<file path="src/rtl/strongest_signal_tracker_core_defines.svh">
// Assertion macros shared by the strongest signal tracker RTL.
// Included by modules that carry concurrent checks; no other dependencies.
`ifndef STRONGEST_SIGNAL_TRACKER_CORE_DEFINES_SVH
`define STRONGEST_SIGNAL_TRACKER_CORE_DEFINES_SVH
`ifndef SYNTHESIS
// Same-cycle implication check
`define SST_ASSERT_IMPLY(label, clk, rst, ante, cons) \
  label: assert property (@(posedge clk) disable iff (rst) (ante) |-> (cons)) \
    else $error("sst: same-cycle property violated");
// Next-cycle implication check
`define SST_ASSERT_NEXT(label, clk, rst, ante, cons) \
  label: assert property (@(posedge clk) disable iff (rst) (ante) |=> (cons)) \
    else $error("sst: next-cycle property violated");
`else
`define SST_ASSERT_IMPLY(label, clk, rst, ante, cons)
`define SST_ASSERT_NEXT(label, clk, rst, ante, cons)
`endif
`endif

</file>
<file path="src/rtl/sst_pkg.sv">
// Shared types and constants of the strongest signal tracker.
// No dependencies; used by the interfaces, the cells, the control and the top level.
package sst_pkg;

  localparam int TABLE_DEPTH_DEFAULT = 8;
  localparam int TYPE_W  = 2;
  localparam int ID_W    = 8;
  localparam int RSSI_W  = 8;
  localparam int COUNT_W = 8;
  localparam int SLOT_W  = 6;

  typedef enum logic [TYPE_W-1:0] {
    REQ_ADD   = 2'd0,
    REQ_CLEAR = 2'd1,
    REQ_READ  = 2'd2
  } req_type_t;

  typedef enum logic [1:0] {
    CELL_HOLD,
    CELL_UPDATE,
    CELL_CLEAR,
    CELL_ROTATE
  } cell_op_t;

  typedef enum logic {
    ST_IDLE,
    ST_READ
  } ctrl_state_t;

  // Broadcast command to every cell
  typedef struct packed {
    cell_op_t            op;
    logic [ID_W-1:0]     new_id;
    logic [RSSI_W-1:0]   new_rssi;
  } cell_ctrl_t;

  typedef struct packed {
    logic [ID_W-1:0]     id;
    logic [RSSI_W-1:0]   rssi;
  } cell_data_t;

  // What a cell shows its neighbors
  typedef struct packed {
    cell_data_t          data;
    logic                ahead;
  } cell_link_t;

endpackage

</file>
<file path="src/rtl/sst_req_if.sv">
// Request channel of the strongest signal tracker: valid/ready plus request fields.
// Depends on sst_pkg for field widths.
interface sst_req_if;
  logic                          valid;
  logic                          ready;
  logic [sst_pkg::TYPE_W-1:0]    req_type;
  logic [sst_pkg::ID_W-1:0]      node_id;
  logic [sst_pkg::RSSI_W-1:0]    rssi;
  logic [sst_pkg::COUNT_W-1:0]   read_count;

  modport source (output valid, req_type, node_id, rssi, read_count, input ready);
  modport sink (input valid, req_type, node_id, rssi, read_count, output ready);
endinterface

</file>
<file path="src/rtl/sst_rsp_if.sv">
// Result channel of the strongest signal tracker: valid/ready plus slot fields.
// Depends on sst_pkg for field widths.
interface sst_rsp_if;
  logic                          valid;
  logic                          ready;
  logic [sst_pkg::ID_W-1:0]      entry_id;
  logic [sst_pkg::RSSI_W-1:0]    entry_rssi;
  logic [sst_pkg::SLOT_W-1:0]    slot_index;
  logic                          last;

  modport source (output valid, entry_id, entry_rssi, slot_index, last, input ready);
  modport sink (input valid, entry_id, entry_rssi, slot_index, last, output ready);
endinterface

</file>
<file path="src/rtl/sst_cell.sv">
// One slot of the sorted table: holds an id and a signal value, and picks its
// next contents from itself, its neighbors or the new request. Depends on sst_pkg.
module sst_cell (
  input  logic                clk,
  input  logic                rst,
  input  sst_pkg::cell_ctrl_t ctl,
  input  sst_pkg::cell_link_t left,
  input  sst_pkg::cell_link_t right,
  input  logic                seen,
  output sst_pkg::cell_link_t link,
  output logic                match
);

  sst_pkg::cell_data_t slot;
  sst_pkg::cell_data_t slot_next;
  sst_pkg::cell_data_t fresh;
  logic                valid;
  logic                lt;
  logic                le;
  logic                ahead;

  // Compare own entry against the new request
  assign valid  = (slot.rssi != '0);
  assign match  = valid && (slot.id == ctl.new_id);
  assign lt     = valid && (slot.rssi < ctl.new_rssi);
  assign le     = valid && (slot.rssi <= ctl.new_rssi);
  // Entry stays ahead of the new one; the matched entry itself leaves the list
  assign ahead  = match ? 1'b0 : (seen ? lt : le);
  assign fresh  = '{id: ctl.new_id, rssi: ctl.new_rssi};

  assign link = '{data: slot, ahead: ahead};

  // Select next contents
  always_comb begin
    slot_next = slot;
    case (ctl.op)
      sst_pkg::CELL_CLEAR:  slot_next = '0;
      sst_pkg::CELL_ROTATE: slot_next = right.data;
      sst_pkg::CELL_UPDATE: begin
        if (!seen && !match) begin
          // ahead of any matched entry: insert shifts down
          if (ahead) begin
            slot_next = slot;
          end else if (left.ahead) begin
            slot_next = fresh;
          end else begin
            slot_next = left.data;
          end
        end else if (match) begin
          if (right.ahead) begin
            slot_next = right.data;
          end else if (left.ahead) begin
            slot_next = fresh;
          end else begin
            slot_next = left.data;
          end
        end else begin
          // behind the matched entry: close the gap upward
          if (right.ahead) begin
            slot_next = right.data;
          end else if (ahead) begin
            slot_next = fresh;
          end else begin
            slot_next = slot;
          end
        end
      end
      default: slot_next = slot;
    endcase
  end

  always_ff @(posedge clk) begin
    if (rst) begin
      slot <= '0;
    end else begin
      slot <= slot_next;
    end
  end

endmodule

</file>
<file path="src/rtl/sst_ctrl.sv">
// Request decoder, read sequencer and output register of the tracker.
// Depends on sst_pkg, sst_req_if, sst_rsp_if and the assertion macro header.
`include "strongest_signal_tracker_core_defines.svh"
module sst_ctrl #(
  parameter int TABLE_DEPTH = sst_pkg::TABLE_DEPTH_DEFAULT
) (
  input  logic                clk,
  input  logic                rst,
  sst_req_if.sink             req,
  sst_rsp_if.source           rsp,
  input  sst_pkg::cell_data_t head,
  output sst_pkg::cell_ctrl_t cell_ctl
);

  localparam int IDX_W = $clog2(TABLE_DEPTH);
  localparam int CNT_W = $clog2(TABLE_DEPTH + 1);
  localparam logic [IDX_W-1:0] CNT_LAST = IDX_W'(TABLE_DEPTH - 1);

  sst_pkg::ctrl_state_t        state;
  sst_pkg::ctrl_state_t        state_next;
  logic [IDX_W-1:0]            cnt;
  logic [CNT_W-1:0]            want;
  logic [CNT_W-1:0]            want_next;
  logic [CNT_W-1:0]            cnt_ext;
  logic                        accept;
  logic                        is_read;
  logic                        emitting;
  logic                        out_free;
  logic                        advance;
  logic                        load;
  logic                        rsp_valid_q;
  sst_pkg::cell_data_t         rsp_data_q;
  logic [sst_pkg::SLOT_W-1:0]  rsp_slot_q;
  logic                        rsp_last_q;

  // Request handshake and read length
  assign req.ready = (state == sst_pkg::ST_IDLE);
  assign accept    = req.valid && req.ready;
  assign is_read   = (req.req_type == sst_pkg::REQ_READ);
  assign want_next = (req.read_count >= 8'(TABLE_DEPTH)) ? CNT_W'(TABLE_DEPTH)
                                                         : CNT_W'(req.read_count);

  // Read sequencing: the ring turns one slot per step, emitting while cnt < want
  assign cnt_ext  = CNT_W'(cnt);
  assign emitting = (cnt_ext < want);
  assign out_free = !rsp_valid_q || rsp.ready;
  assign advance  = (state == sst_pkg::ST_READ) && (!emitting || out_free);
  assign load     = (state == sst_pkg::ST_READ) && emitting && out_free;

  // Next state
  always_comb begin
    state_next = state;
    unique case (state)
      sst_pkg::ST_IDLE: begin
        if (accept && is_read && (want_next != '0)) begin
          state_next = sst_pkg::ST_READ;
        end
      end
      sst_pkg::ST_READ: begin
        if (advance && (cnt == CNT_LAST)) begin
          state_next = sst_pkg::ST_IDLE;
        end
      end
      default: state_next = sst_pkg::ST_IDLE;
    endcase
  end

  // Cell command
  always_comb begin
    cell_ctl.op       = sst_pkg::CELL_HOLD;
    cell_ctl.new_id   = req.node_id;
    cell_ctl.new_rssi = req.rssi;
    unique case (state)
      sst_pkg::ST_IDLE: begin
        if (accept) begin
          unique case (req.req_type)
            sst_pkg::REQ_ADD: begin
              if (req.rssi != '0) begin
                cell_ctl.op = sst_pkg::CELL_UPDATE;
              end
            end
            sst_pkg::REQ_CLEAR: cell_ctl.op = sst_pkg::CELL_CLEAR;
            default:            cell_ctl.op = sst_pkg::CELL_HOLD;
          endcase
        end
      end
      sst_pkg::ST_READ: begin
        if (advance) begin
          cell_ctl.op = sst_pkg::CELL_ROTATE;
        end
      end
      default: cell_ctl.op = sst_pkg::CELL_HOLD;
    endcase
  end

  // Control registers
  always_ff @(posedge clk) begin
    if (rst) begin
      state <= sst_pkg::ST_IDLE;
      cnt   <= '0;
      want  <= '0;
    end else begin
      state <= state_next;
      if (accept && is_read) begin
        want <= want_next;
      end
      if (advance) begin
        cnt <= (cnt == CNT_LAST) ? '0 : cnt + 1'b1;
      end
    end
  end

  // Output register: hold a result until it is taken
  always_ff @(posedge clk) begin
    if (rst) begin
      rsp_valid_q <= 1'b0;
    end else if (load) begin
      rsp_valid_q <= 1'b1;
    end else if (rsp.ready) begin
      rsp_valid_q <= 1'b0;
    end
  end

  always_ff @(posedge clk) begin
    if (load) begin
      rsp_data_q <= head;
      rsp_slot_q <= sst_pkg::SLOT_W'(cnt);
      rsp_last_q <= (cnt_ext == want - CNT_W'(1));
    end
  end

  assign rsp.valid      = rsp_valid_q;
  assign rsp.entry_id   = rsp_data_q.id;
  assign rsp.entry_rssi = rsp_data_q.rssi;
  assign rsp.slot_index = rsp_slot_q;
  assign rsp.last       = rsp_last_q;

  `SST_ASSERT_IMPLY(a_idle_cnt_zero, clk, rst, state == sst_pkg::ST_IDLE, cnt == '0)
  `SST_ASSERT_NEXT(a_ring_done_idle, clk, rst, advance && (cnt == CNT_LAST), state == sst_pkg::ST_IDLE)
  `SST_ASSERT_IMPLY(a_load_rotates, clk, rst, load, cell_ctl.op == sst_pkg::CELL_ROTATE)
  `SST_ASSERT_NEXT(a_load_shows, clk, rst, load, rsp_valid_q)
  `SST_ASSERT_IMPLY(a_idle_no_rotate, clk, rst, state == sst_pkg::ST_IDLE, cell_ctl.op != sst_pkg::CELL_ROTATE)

endmodule

</file>
<file path="src/rtl/strongest_signal_tracker_core.sv">
// Top level of the strongest signal tracker: a ring of sorted table cells and
// the control. Depends on sst_pkg, sst_req_if, sst_rsp_if, sst_cell and sst_ctrl.
//
//  port  role     fields
//  req   sink     req_type, node_id, rssi, read_count
//  rsp   source   entry_id, entry_rssi, slot_index, last
//
// In add and clear requests every cell compares and shifts at once.
// A read turns the cell ring TABLE_DEPTH steps, and no new request is taken
// until it ends; a step waits while rsp stalls a pending slot. A read of zero
// slots turns no cell and returns no slot.
// Synchronous reset empties every cell at once; no clearing pass.
module strongest_signal_tracker_core #(
  parameter int TABLE_DEPTH = sst_pkg::TABLE_DEPTH_DEFAULT
) (
  input  logic      clk,
  input  logic      rst,
  sst_req_if.sink   req,
  sst_rsp_if.source rsp
);

  sst_pkg::cell_ctrl_t cell_ctl;
  sst_pkg::cell_link_t link  [TABLE_DEPTH];
  logic                match [TABLE_DEPTH];
  logic                seen  [TABLE_DEPTH];

  // Ripple the matched-entry mark down the row
  assign seen[0] = 1'b0;
  for (genvar k = 0; k < TABLE_DEPTH - 1; k++) begin : g_seen
    assign seen[k+1] = seen[k] | match[k];
  end

  // Row of cells; the tail wraps to the head for read rotation
  for (genvar k = 0; k < TABLE_DEPTH; k++) begin : g_cell
    sst_pkg::cell_link_t lft;
    sst_pkg::cell_link_t rgt;

    if (k == 0) begin : g_head
      assign lft = '{data: '0, ahead: 1'b1};
    end else begin : g_mid_l
      assign lft = link[k-1];
    end

    if (k == TABLE_DEPTH - 1) begin : g_tail
      assign rgt = '{data: link[0].data, ahead: 1'b0};
    end else begin : g_mid_r
      assign rgt = link[k+1];
    end

    sst_cell u_cell (
      .clk   (clk),
      .rst   (rst),
      .ctl   (cell_ctl),
      .left  (lft),
      .right (rgt),
      .seen  (seen[k]),
      .link  (link[k]),
      .match (match[k])
    );
  end

  sst_ctrl #(
    .TABLE_DEPTH (TABLE_DEPTH)
  ) u_ctrl (
    .clk      (clk),
    .rst      (rst),
    .req      (req),
    .rsp      (rsp),
    .head     (link[0].data),
    .cell_ctl (cell_ctl)
  );

endmodule
</file>
<file path="src/flat_wrapper.sv">
// flat-port wrapper written by rule: the top's interface ports become plain ports
module strongest_signal_tracker_core_flat 
#(
  parameter int TABLE_DEPTH = sst_pkg::TABLE_DEPTH_DEFAULT
)
  (clk, rst, req_valid, req_req_type, req_node_id, req_rssi, req_read_count, req_ready, rsp_valid, rsp_entry_id, rsp_entry_rssi, rsp_slot_index, rsp_last, rsp_ready);
  sst_req_if req_i ();
  sst_rsp_if rsp_i ();
  input  logic clk;
  input  logic rst;
  input wire logic [$bits(req_i.valid)-1:0] req_valid;
  input wire logic [$bits(req_i.req_type)-1:0] req_req_type;
  input wire logic [$bits(req_i.node_id)-1:0] req_node_id;
  input wire logic [$bits(req_i.rssi)-1:0] req_rssi;
  input wire logic [$bits(req_i.read_count)-1:0] req_read_count;
  output wire logic [$bits(req_i.ready)-1:0] req_ready;
  output wire logic [$bits(rsp_i.valid)-1:0] rsp_valid;
  output wire logic [$bits(rsp_i.entry_id)-1:0] rsp_entry_id;
  output wire logic [$bits(rsp_i.entry_rssi)-1:0] rsp_entry_rssi;
  output wire logic [$bits(rsp_i.slot_index)-1:0] rsp_slot_index;
  output wire logic [$bits(rsp_i.last)-1:0] rsp_last;
  input wire logic [$bits(rsp_i.ready)-1:0] rsp_ready;
  assign req_i.valid = req_valid;
  assign req_i.req_type = req_req_type;
  assign req_i.node_id = req_node_id;
  assign req_i.rssi = req_rssi;
  assign req_i.read_count = req_read_count;
  assign req_ready = req_i.ready;
  assign rsp_valid = rsp_i.valid;
  assign rsp_entry_id = rsp_i.entry_id;
  assign rsp_entry_rssi = rsp_i.entry_rssi;
  assign rsp_slot_index = rsp_i.slot_index;
  assign rsp_last = rsp_i.last;
  assign rsp_i.ready = rsp_ready;
  strongest_signal_tracker_core #(.TABLE_DEPTH(TABLE_DEPTH)) u_core (.clk(clk), .rst(rst), .req(req_i), .rsp(rsp_i));
endmodule
</file>
<file path="config.mk">
export PLATFORM = sky130hd
export DESIGN_NAME = strongest_signal_tracker_core_flat
export DESIGN_NICKNAME = d
export VERILOG_FILES = /design/src/rtl/sst_pkg.sv /design/src/rtl/sst_req_if.sv /design/src/rtl/sst_rsp_if.sv /design/src/rtl/sst_cell.sv /design/src/rtl/sst_ctrl.sv /design/src/rtl/strongest_signal_tracker_core.sv /design/src/flat_wrapper.sv
export VERILOG_INCLUDE_DIRS = /design/src /design/src/rtl
export SDC_FILE = /design/constraint.sdc
export NUM_CORES = 1
export LEC_CHECK = 0
export BUFFER_PORTS_ARGS = -buffer_cell sky130_fd_sc_hd__buf_4
export CAP_MARGIN = 30
export CORE_MARGIN = 2
export CORE_UTILIZATION = 23
export CTS_CLUSTER_SIZE = 20
export DETAILED_ROUTE_END_ITERATION = 7
export GPL_ROUTABILITY_DRIVEN = 0
export HOLD_SLACK_MARGIN = 0.08
export RECOVER_POWER = 50
export SLEW_MARGIN = 20
export SYNTH_ARGS = -nofsm -noshare
export SYNTH_HDL_FRONTEND = slang
export SYNTH_SLANG_ARGS = --single-unit
</file>
<file path="constraint.sdc">
create_clock -name clk -period 3.2 [get_ports clk]
set_input_delay 0.48 -clock clk [delete_from_list [all_inputs] [get_ports clk]]
set_output_delay 0.48 -clock clk [all_outputs]
set_load 0.02 [all_outputs]
</file>
==> qor.tcl, run 1 <==
set qor(status) {finished clean}
set qor(io-pin-count) 55
set qor(ys_seq_area_frac) 0.238
set qor(synth-edff-count) 20
set qor(cts_max_level) 4
set qor(synth_compound_area_frac) 0.385
set qor(skew_ns) 0.0226
set qor(path_length_in_cells_of_the_critical_path) 11
set qor(floorplan.die.width_um) 251
set qor(io_buffer_count) 51
set qor(dp_worst_setup_slack_ns) -0.267
set qor(post_synthesis_cell_type_count) 89
set qor(pin_count_of_the_biggest_net_entering_global_routing) 102
set qor(cap_violations) 0
set qor(detail_route.drc_violations) 0
set qor(detail_route.vias_per_cell) 6.14
set qor(synthMuxAreaShare) 0.0542
set qor(post-dp-hpwl_um) 51800
set qor(syn_area_um2) 14000
set qor(first_global_vias) 17100
set qor(drt.antenna.violating_nets) 0
set qor(route.final.wire_length_um) 69200
set qor(wire_per_inst_um) 24.5
set qor(endpoints_failing_hold) 0
set qor(crit_path_cell_trace) {xnor2_1 -> nand4_1 -> or3b_1 -> buf_4 -> nand3_2 -> o21ai_2 -> buf_4 -> a2111oi_1 -> buf_4 -> nor3_1 -> a211o_1}
set qor(crit_type) {flip-flop to flip-flop}
set qor(clk_pin_slew_ns) 0.08
set qor(r2r_slack_ns) 0.03
set qor(final_critical_path_setup_slack_ns) 0.0331
set qor(synth_simple_gate_area_share) 0.157
set qor(antenna-diode-count) 0
set qor(report.final.setup_viol) 0
set qor(timing.final.max_slew_violations) 0
set qor(ctsHoldBuffers) 0
set qor(source_of_the_worst_register_to_register_timing_path) {u_core.g_cell[3].u_cell.link[12]$_SDFFE_PP0P_}
set qor(cts_tree) {yes}
set qor(max_slew_margin) 0.445
set qor(synth-main-ff-cell) {dfxtp_1}
set qor(core_area_um2) 60400
set qor(hold_slack_ns) 0.261
set qor(rr_endpoint) {u_core.g_cell[6].u_cell.link[4]$_SDFFE_PP0P_}
set qor(cts.path.max_buffers) 2
set qor(worst_slew_pin_slew_ns) 0.830
set qor(critical-path-top-delay-family) {compound AO/OA/AOI/OAI gates}
set qor(crit_path_start) {u_core.g_cell[3].u_cell.link[12]$_SDFFE_PP0P_}
set qor(logic_depth_of_the_worst_register_to_register_path) 11
set qor(synth_area_per_cell_um2) 8.17
set qor(async_reset_ff_frac) 0
set qor(grt_pass1_wl_um) 104000
set qor(max_freq_mhz) 316
set qor(worst_skew_pair.late_latency_ns) 0.48
set qor(initialDrtViolationCount) 2266
set qor(hold_path.class) {primary input to flip-flop}
set qor(critical_path_peak_fanout) 13
set qor(share_of_layout_cells_above_drive_strength_1) 0.280
set qor(root_buffer) {clkbuf_16}
set qor(grt_setup_unrepaired) {true}
set qor(cts_inserted_buffers) 17
set qor(first_pass_detailed_route_iteration_total) 7
set qor(layout_commonest_cell) {buf_4}
set qor(layout.cells.most_common_list) {buf_4 (392), dfxtp_1 (134), nor2_1 (108)}
set qor(dpl_cell_area_um2) 18000
set qor(syn_inst) 1717
set qor(fin_setup_tns_ns) 0
set qor(final_min_period_over_clock_period) 0.990
set qor(slowest_stage) {a2111oi_1}
set qor(floorplan.initialDensity) 0.232
set qor(grt.total_usage) 0.215
set qor(leak_pwr_nw) 7.20
set qor(post_synth_fa_ha_maj_area_fraction) 0.0624
set qor(critical_path.n_buffers_inverters) 3
set qor(ys_ff_latch) 157
set qor(finalCriticalPeriod_ns) 3.17
set qor(area.growth.synth_to_final_pct) 32.0
set qor(worst_ep_required_time_ns) 3.56
set qor(finish.instance_area_um2) 18500
set qor(placementRows) 90
set qor(post_synth_xor_area_fraction) 0.0425
set qor(worstSetupEndpointType) {flip-flop}
set qor(grt_antenna_before_repair) 2
set qor(critical_path.max_stage_delay_ns) 0.51
set qor(crit_arrival_ns) 3.53
set qor(die-area_um2) 63000
set qor(critical-path-top-cell-by-count) {buf_4}
set qor(design.final.nets) 2128
set qor(worst_ir_drop_vdd_uv) 394
set qor(main_combinational_cell_family_by_area_after_synthesis) {compound AO/OA/AOI/OAI gates}
set qor(cts_sink_count) 157
set qor(powerDensity_nw_per_um2) 459
set qor(chipHeight_um) 251
set qor(destination_of_the_critical_timing_path) {u_core.g_cell[6].u_cell.link[4]$_SDFFE_PP0P_}
set qor(globalRoute.totalOverflow) 0
set qor(worstSetupStartpointType) {flip-flop}
set qor(synthesis.yosys.warnings) 0
set qor(via_count) 17300
==> kinds of logic (layout without fill, tap and decap cells) <==
family | after synthesis | count (layout)
other cells | 1 | 3
buf+inv | 196 | 518
simple gates | 414 | 414
compound gates | 740 | 740
flops | 157 | 157
xor+xnor | 68 | 68
mux | 71 | 71
fa+ha+maj | 70 | 70
==> power breakdown <==
group          total (mW)  switching [mW]  internal [mW]
clock network        2.02            1.02           1.01
registers            2.21           0.112           2.10
logic                4.26            2.48           1.78
total                8.50            3.61           4.89
==> worst min-delay path by stage <==
stage | startpoint | end | slack (ns) | cells after the start
2_1_floorplan | u_core.g_cell[0].u_cell.link[1]$_SDFFE_PP0P_ | u_core.u_ctrl.rsp.entry_rssi[0]$_DFFE_PP_ | 0.48 | 0
3_3_place_gp | u_core.u_ctrl.want[3]$_SDFFE_PP0P_ | u_core.u_ctrl.want[3]$_SDFFE_PP0P_ | 0.52 | 2
3_5_place_dp | u_core.u_ctrl.want[3]$_SDFFE_PP0P_ | u_core.u_ctrl.want[3]$_SDFFE_PP0P_ | 0.52 | 2
4_1_cts | req_read_count[2] | u_core.u_ctrl.want[2]$_SDFFE_PP0P_ | 0.24 | 3
5_1_grt | req_read_count[2] | u_core.u_ctrl.want[2]$_SDFFE_PP0P_ | 0.26 | 3
6_report | req_read_count[2] | u_core.u_ctrl.want[2]$_SDFFE_PP0P_ | 0.26 | 3
==> registers in the layout (all words and copies together), names as in the netlist <==
signal	count
u_core.u_ctrl.rsp.slot_index	3
u_core.u_ctrl.rsp.entry_id	8
u_core.u_ctrl.rsp.entry_rssi	8
u_core.u_ctrl.rsp.last	1
u_core.u_ctrl.cnt	3
u_core.u_ctrl.state	1
u_core.u_ctrl.rsp.valid	1
u_core.u_ctrl.want	4
u_core.g_cell.u_cell.link	128
==> layer usage <==
layer | GRT usage | share of wire
met1 | 0.257 | 0.37
met2 | 0.342 | 0.44
met3 | 0.0511 | 0.11
met4 | 0.142 | 0.076
met5 | 0 | 0.00033
==> synthesized netlist by cell type (10+ instances only) <==
library cell	number	area share
a211o_1	21	0.013
a211oi_1	48	0.026
a21o_1	20	0.011
a21oi_1	86	0.031
a221oi_1	23	0.014
a222oi_1	11	0.0079
a22oi_1	103	0.055
a2bb2oi_1	22	0.014
a31o_2	12	0.0075
a31oi_1	23	0.010
and2_1	18	0.0080
and3_1	15	0.0067
buf_1	15	0.0040
buf_2	32	0.011
buf_4	10	0.0054
clkbuf_1	100	0.027
dfxtp_1	137	0.20
edfxtp_1	20	0.043
ha_1	70	0.062
inv_1	34	0.0091
mux2_2	39	0.031
mux2i_1	31	0.022
nand2_1	50	0.013
nand3_1	42	0.015
nand4_1	35	0.016
nor2_1	112	0.030
nor2b_1	19	0.0085
nor3_1	30	0.011
nor4_1	24	0.011
o211ai_1	41	0.022
o21ai_0	89	0.032
o221a_2	12	0.0096
o221ai_1	45	0.028
o22ai_1	60	0.027
o31ai_1	19	0.010
o32ai_1	17	0.011
or2_2	13	0.0058
or3_1	12	0.0054
xnor2_1	23	0.014
xor2_1	45	0.028
==> worst min-delay path, stage by stage <==
cell,delay (ns)
buf_4,0.08
a21oi_1,0.05
nor2_1,0.07
==> timing repair <==
action / 4_1_cts / 5_1_grt
buffers inserted: 0 / 3
gates resized for setup: 1 / 19
pin swaps: 0 / 2
setup endpoints to repair: 1 / 54
==> metrics by stage <==
stage           util  instances  total power, mW
2_1_floorplan      -       1719             4.46
3_3_place_gp   0.298       2787             6.31
3_5_place_dp   0.299       2788             6.37
4_1_cts        0.307       2820             8.38
5_1_grt        0.307       2823             8.83
6_report       0.307       2823             8.50
==> cell type report <==
cell class	instances	area [um2]
timing repair buffer	452	3530
fill	6377	41800
clock buffer	18	429
tap	782	978
sequential	157	3350
multi-input combinational	1366	10000
inverter	34	128
clock inverter	14	106
Note: power is estimated with default switching activity, not from simulation.
==> run 2, diff against run 1 <==
Settings changed: RECOVER_POWER 50 to 25.
==> qor.tcl, run 2 (synthesis gave the netlist of run 1 again) <==
set qor(cts_sink_count) 157 ;# unchanged
set qor(layout.cells.most_common_list) {buf_4 (393), dfxtp_1 (134), nor2_1 (108)}
set qor(first_pass_detailed_route_iteration_total) 8 ;# +1
set qor(cts_inserted_buffers) 17 ;# unchanged
set qor(clockPowerShare) 0.238 ;# about the same
set qor(max_slew_margin) 0.463 ;# +0.0175
set qor(grt_pass1_wl_um) 104000 ;# unchanged
set qor(critical_path_peak_fanout) 13 ;# unchanged
set qor(layout.cells.non_filler) 2823 ;# unchanged
set qor(leak_pwr_nw) 7.20 ;# about the same
set qor(endpoints_failing_hold) 0 ;# unchanged
set qor(pwr-share-comb) 0.502 ;# about the same
set qor(worst_skew_pair.late_latency_ns) 0.48 ;# about the same
set qor(hold_path.class) {primary input to flip-flop}
set qor(floorplan.initialDensity) 0.232 ;# unchanged
set qor(skew_ns) 0.0221 ;# -0.000470 ns
set qor(powerDensity_nw_per_um2) 459 ;# about the same
set qor(io_buffer_count) 51 ;# unchanged
set qor(placementRows) 90 ;# unchanged
set qor(final_core_util) 0.307 ;# about the same
set qor(post-dp-hpwl_um) 51800 ;# unchanged
set qor(worst_slew_pin_slew_ns) 0.798 ;# -0.0319 ns
set qor(finalCriticalPeriod_ns) 3.17 ;# +0.00481 ns
set qor(first_global_vias) 17100 ;# unchanged
set qor(route.final.wire_length_um) 69200 ;# about the same
set qor(cts_tree) {yes}
set qor(report.final.setup_viol) 0 ;# unchanged
set qor(timing.final.max_slew_violations) 0 ;# unchanged
set qor(core_area_um2) 60400 ;# unchanged
set qor(design.final.nets) 2128 ;# unchanged
set qor(switching_power_mw) 3.61 ;# +0.10%
set qor(crit_arrival_ns) 3.54 ;# about the same
set qor(power.share.sequential) 0.260 ;# about the same
set qor(dpl.cell_count) 2788 ;# unchanged
set qor(largest_register_ff_count) 128 ;# unchanged
set qor(fin_setup_tns_ns) 0 ;# unchanged
set qor(final.fill_count) 6377 ;# unchanged
set qor(drt.antenna.violating_nets) 0 ;# unchanged
set qor(status) {finished with violations}
set qor(share_of_layout_cells_above_drive_strength_1) 0.281 ;# +0.000490
set qor(root_buffer) {clkbuf_16}
set qor(grt_antenna_before_repair) 2 ;# unchanged
set qor(cts.path.max_buffers) 2 ;# unchanged
set qor(globalRoute.totalOverflow) 0 ;# unchanged
set qor(crit_type) {flip-flop to flip-flop}
set qor(chipHeight_um) 251 ;# unchanged
set qor(floorplan.die.width_um) 251 ;# unchanged
set qor(pin_count_of_the_biggest_net_entering_global_routing) 102 ;# unchanged
set qor(violations) {design-rule violations}
set qor(worst_ir_drop_vdd_uv) 396 ;# +0.58%
set qor(via_count) 17400 ;# +0.14%
set qor(wire_per_inst_um) 24.5 ;# about the same
set qor(hold_slack_ns) 0.259 ;# -0.00186 ns
set qor(final_min_period_over_clock_period) 0.991 ;# +0.00150
set qor(initialDrtViolationCount) 2323 ;# +2.5%
set qor(grt_setup_unrepaired) {true}
set qor(worst_ep_required_time_ns) 3.56 ;# about the same
set qor(internal_power_mw) 4.89 ;# about the same
set qor(die-area_um2) 63000 ;# unchanged
set qor(clk_pin_slew_ns) 0.08 ;# about the same
set qor(worstSetupStartpointType) {flip-flop}
set qor(layout_commonest_cell) {buf_4}
set qor(io-pin-count) 55 ;# unchanged
set qor(p_total_mw) 8.50 ;# about the same
set qor(cap_violations) 0 ;# unchanged
set qor(cts_max_level) 4 ;# unchanged
set qor(grt.total_usage) 0.215 ;# unchanged
set qor(detail_route.drc_violations) 2 ;# +2
set qor(max_freq_mhz) 315 ;# -0.15%
set qor(detail_route.vias_per_cell) 6.15 ;# +0.14%
set qor(sw_frac_of_total) 0.425 ;# about the same
set qor(area.growth.synth_to_final_pct) 32.1 ;# about the same
set qor(antenna-diode-count) 0 ;# unchanged
set qor(worstSetupEndpointType) {flip-flop}
## run 2: cell count changes in the layout (fill, tap and decap cells not counted), sizes merged
cell    previous run  this run
buf              414       415
clkbuf            56        55
## run 2: area by class of cell
cell class	count	area (um2)	share of cell area
repair buffers	452	3530	0.190
clock buffers	18	429	0.0232
well taps	782	978	0.0528
clock inverters	14	106	0.00574
flip-flops and latches	157	3350	0.181
multi-input cells	1366	10000	0.540
inverters	34	128	0.00689
## run 2: per-stage QoR
| stage | instance area, um2 | worst slack (ns) |
|---|---|---|
| finish | 18500 | 0.0283 |
| global route | 18500 | -0.0276 |
| CTS | 18600 | 0.0107 |
| detailed placement | 18000 | -0.267 |
| global placement | 18000 | -0.317 |
| floorplan | 14100 | 0.00184 |
## run 2: power by group through the flow
stage               sequential [mW]  clock [mW]  combinational (mW)
finish                         2.21        2.02                4.27
global route                   2.22        2.11                4.50
CTS                            2.20        2.04                4.14
detailed placement             2.25           0                4.12
global placement               2.25           0                4.06
floorplan                      2.25           0                2.21
## run 2: critical path: stages, from the launching register on
cell and delay [ns]:
dfxtp_2 0.37, xnor2_1 0.26, nand4_1 0.27, or3b_1 0.49, buf_4 0.21, nand3_2 0.09
o21ai_2 0.11, buf_4 0.23, a2111oi_1 0.51, buf_4 0.19, nor3_1 0.05, a211o_1 0.29
## run 2: final timing paths
kind	from	endpoint	slack [ns]	cells after the start
worst min-delay path	req_read_count[2]	u_core.u_ctrl.want[2]$_SDFFE_PP0P_	0.26	3
worst min register to register	u_core.u_ctrl.want[3]$_SDFFE_PP0P_	u_core.u_ctrl.want[3]$_SDFFE_PP0P_	0.53	2
worst max-delay path	u_core.g_cell[3].u_cell.link[12]$_SDFFE_PP0P_	u_core.g_cell[6].u_cell.link[4]$_SDFFE_PP0P_	0.03	11
worst max register to register	u_core.g_cell[3].u_cell.link[12]$_SDFFE_PP0P_	u_core.g_cell[6].u_cell.link[4]$_SDFFE_PP0P_	0.03	11
## run 2: timing repair
action                                  in CTS  in global routing
endpoints found under the hold margin        0                  0
hold buffers                                 0                  0
pin swaps                                    0                  2
endpoints found under the setup margin       1                 54
gates resized for setup                      1                 19
setup buffers                                0                  3
## run 2: layer usage
metal / GRT usage / routed length [um] / vias to the layer above
met5: 0 / 23 / -
met4: 0.142 / 5190 / 4
met3: 0.0511 / 7390 / 323
met2: 0.342 / 30700 / 1201
met1: 0.257 / 26000 / 8336
li1: - / - / 7498
==> run 3, diff against run 2 <==
Settings changed: BUFFER_PORTS_ARGS -buffer_cell sky130_fd_sc_hd__buf_4 to -buffer_cell sky130_fd_sc_hd__buf_2, SKIP_LAST_GASP from default to 1.
==> qor.tcl, run 3 (synthesis gave the netlist of run 1 again) <==
set qor(timing.final.max_slew_violations) 0 ;# unchanged
set qor(worst_skew_pair.late_latency_ns) 0.49 ;# about the same
set qor(via_count) 17400 ;# +0.33%
set qor(status) {finished clean}
set qor(report.final.setup_viol) 0 ;# unchanged
set qor(ctsHoldBuffers) 0 ;# unchanged
set qor(worstSetupStartpointType) {primary input}
set qor(wire_per_inst_um) 24.2 ;# -1.2%
set qor(core_area_um2) 60400 ;# unchanged
set qor(root_buffer) {clkbuf_16}
set qor(final.fill_count) 6380 ;# +0.047%
set qor(design.final.nets) 2113 ;# -0.70%
set qor(layout.cells.most_common_list) {buf_4 (348), dfxtp_1 (137), nor2_1 (110)}
set qor(worst_ir_drop_vdd_uv) 400 ;# +0.87%
set qor(detail_route.wirelength.met1_um) 25300 ;# -2.5%
set qor(endpoints_failing_hold) 0 ;# unchanged
set qor(area.growth.synth_to_final_pct) 30.7
set qor(grt_pass1_wl_um) 102000 ;# -2.4%
set qor(cts_tree) {yes}
set qor(finalCriticalPeriod_ns) 3.16 ;# -0.00840 ns
set qor(cap_violations) 0 ;# unchanged
set qor(power.share.sequential) 0.259 ;# about the same
set qor(grt_setup_unrepaired) {true}
set qor(chipHeight_um) 251 ;# unchanged
set qor(cts.path.max_buffers) 2 ;# unchanged
set qor(internal_power_mw) 5.04 ;# +3.1%
set qor(crit_arrival_ns) 3.52 ;# -0.02 ns
set qor(skew_ns) 0.0243 ;# +0.00218 ns
set qor(finish.instance_area_um2) 18300 ;# -1.1%
set qor(cts_inserted_buffers) 17 ;# unchanged
set qor(hold_path.class) {primary input to flip-flop}
set qor(met3RoutedLength_um) 7420 ;# +0.49%
set qor(dpl_cell_area_um2) 17700 ;# -1.6%
set qor(die-area_um2) 63000 ;# unchanged
set qor(globalRoute.totalOverflow) 0 ;# unchanged
set qor(first_global_vias) 16700 ;# -1.9%
set qor(p_total_mw) 8.60 ;# +1.2%
set qor(leak_pwr_nw) 7.09 ;# -1.6%
set qor(layout_commonest_cell) {buf_4}
set qor(crit_type) {primary input to flip-flop}
set qor(detail_route.vias_per_cell) 6.20 ;# +0.83%
set qor(initialDrtViolationCount) 2270 ;# -2.3%
set qor(pin_count_of_the_biggest_net_entering_global_routing) 46 ;# -55%
set qor(cts_max_level) 4 ;# unchanged
set qor(drt.antenna.violating_nets) 0 ;# unchanged
set qor(pwr-share-comb) 0.487 ;# -0.015
set qor(largest_register_ff_count) 128 ;# unchanged
set qor(max_freq_mhz) 316 ;# +0.27%
set qor(dp_worst_setup_slack_ns) -0.339 ;# -0.0725 ns
set qor(floorplan.die.width_um) 251 ;# unchanged
set qor(final_core_util) 0.304 ;# -0.00338
set qor(clk_pin_slew_ns) 0.07 ;# about the same
set qor(post-dp-hpwl_um) 51100 ;# -1.3%
set qor(share_of_layout_cells_above_drive_strength_1) 0.271 ;# -0.00927
set qor(detail_route.drc_violations) 0 ;# -2
set qor(sw_frac_of_total) 0.414 ;# -0.0106
set qor(critical_path_peak_fanout) 8 ;# -5
set qor(grt.total_usage) 0.209 ;# -0.00551
set qor(clockPowerShare) 0.254 ;# +0.016
set qor(max_slew_margin) 0.475 ;# +0.0124
set qor(cts_sink_count) 157 ;# unchanged
set qor(worst_ep_required_time_ns) 3.56 ;# about the same
set qor(grt_antenna_before_repair) 2 ;# unchanged
set qor(final_min_period_over_clock_period) 0.989 ;# -0.00262
set qor(switching_power_mw) 3.57 ;# -1.3%
set qor(first_pass_detailed_route_iteration_total) 6 ;# -2
set qor(dr_wl_met2_um) 30200 ;# -1.4%
set qor(powerDensity_nw_per_um2) 469 ;# +2.3%
set qor(route.final.wire_length_um) 68100 ;# -1.7%
set qor(io-pin-count) 55 ;# unchanged
set qor(layout.cells.non_filler) 2809 ;# -0.50%
set qor(worst_slew_pin_slew_ns) 0.784 ;# -0.0147 ns
set qor(io_buffer_count) 51 ;# unchanged
set qor(worstSetupEndpointType) {flip-flop}
set qor(maxUsedRoutingLayer) {met4}
set qor(dpl.cell_count) 2770 ;# -0.65%
set qor(final_critical_path_setup_slack_ns) 0.0367 ;# +0.00840 ns
set qor(floorplan.initialDensity) 0.232 ;# unchanged
set qor(placementRows) 90 ;# unchanged
-- run 3: changes by cell type in the layout (fill, tap and decap cells not counted), moves of 3 or more --
cell,change
buf_4,-45
buf_2,+28
clkbuf_1,+5
nor4_2,-4
a211oi_1,+3
a211oi_2,-3
dfxtp_1,+3
dfxtp_2,-3
nor4_1,+3
-- run 3: through the flow --
stage / setup TNS, ns / hold WS, ns
floorplan: 0 / 0.476
global placement: -11.26 / 0.516
detailed placement: -17.67 / 0.518
CTS: -0.00747 / 0.256
global route: -0.0806 / 0.289
finish: 0 / 0.270
-- run 3: worst paths after layout --
| check | from | to | slack, ns | cells after the start |
|---|---|---|---|---|
| max | req_rssi[3] | u_core.g_cell[4].u_cell.link[2]$_SDFFE_PP0P_ | 0.04 | 11 |
| min | req_read_count[2] | u_core.u_ctrl.want[2]$_SDFFE_PP0P_ | 0.27 | 3 |
| max reg2reg | u_core.g_cell[4].u_cell.link[4]$_SDFFE_PP0P_ | u_core.g_cell[6].u_cell.link[5]$_SDFFE_PP0P_ | 0.07 | 8 |
| min reg2reg | u_core.u_ctrl.cnt[0]$_SDFFE_PP0P_ | u_core.u_ctrl.rsp.slot_index[0]$_DFFE_PP_ | 0.53 | 0 |
-- run 3: area by class of cell --
cell class,instances,area [um2],area share
Antenna cell,1,2.50,0.000137
Multi-Input combinational cell,1366,9980,0.545
Clock inverter,13,154,0.00840
Timing Repair Buffer,437,3310,0.180
Tap cell,782,978,0.0534
Sequential cell,157,3340,0.182
Inverter,34,128,0.00696
Clock buffer,19,433,0.0236
-- run 3: repair_timing --
item	4_1_cts	5_1_grt
setup buffers	0	6
pin swaps	0	5
gates resized for setup	1	14
setup endpoints to repair	6	34
-- run 3: routing by layer --
| metal | vias to the layer above | GRT usage |
|---|---|---|
| met1 | 8314 | 0.255 |
| met3 | 345 | 0.0413 |
| li1 | 7472 | - |
| met5 | - | 0 |
| met2 | 1288 | 0.333 |
| met4 | 0 | 0.142 |
-- run 3: power by group through the flow --
| stage | clock network [mW] | logic (mW) | registers [mW] |
|---|---|---|---|
| final | 2.18 | 4.19 | 2.23 |
| after global routing | 2.26 | 4.41 | 2.23 |
| after detailed placement | 0 | 4.02 | 2.26 |
| after global placement | 0 | 3.96 | 2.26 |
| after CTS | 2.19 | 4.04 | 2.22 |
| after floorplan | 0 | 2.21 | 2.25 |
-- run 3: critical path, stage by stage --
cell and delay, ns:
buf_2 0.11, inv_1 0.43, ha_1 0.35, a211oi_1 0.23
a211oi_1 0.15, a2111oi_2 0.65, nor2_1 0.16, buf_4 0.22
o21ai_0 0.31, nor2_1 0.10, o32ai_1 0.33
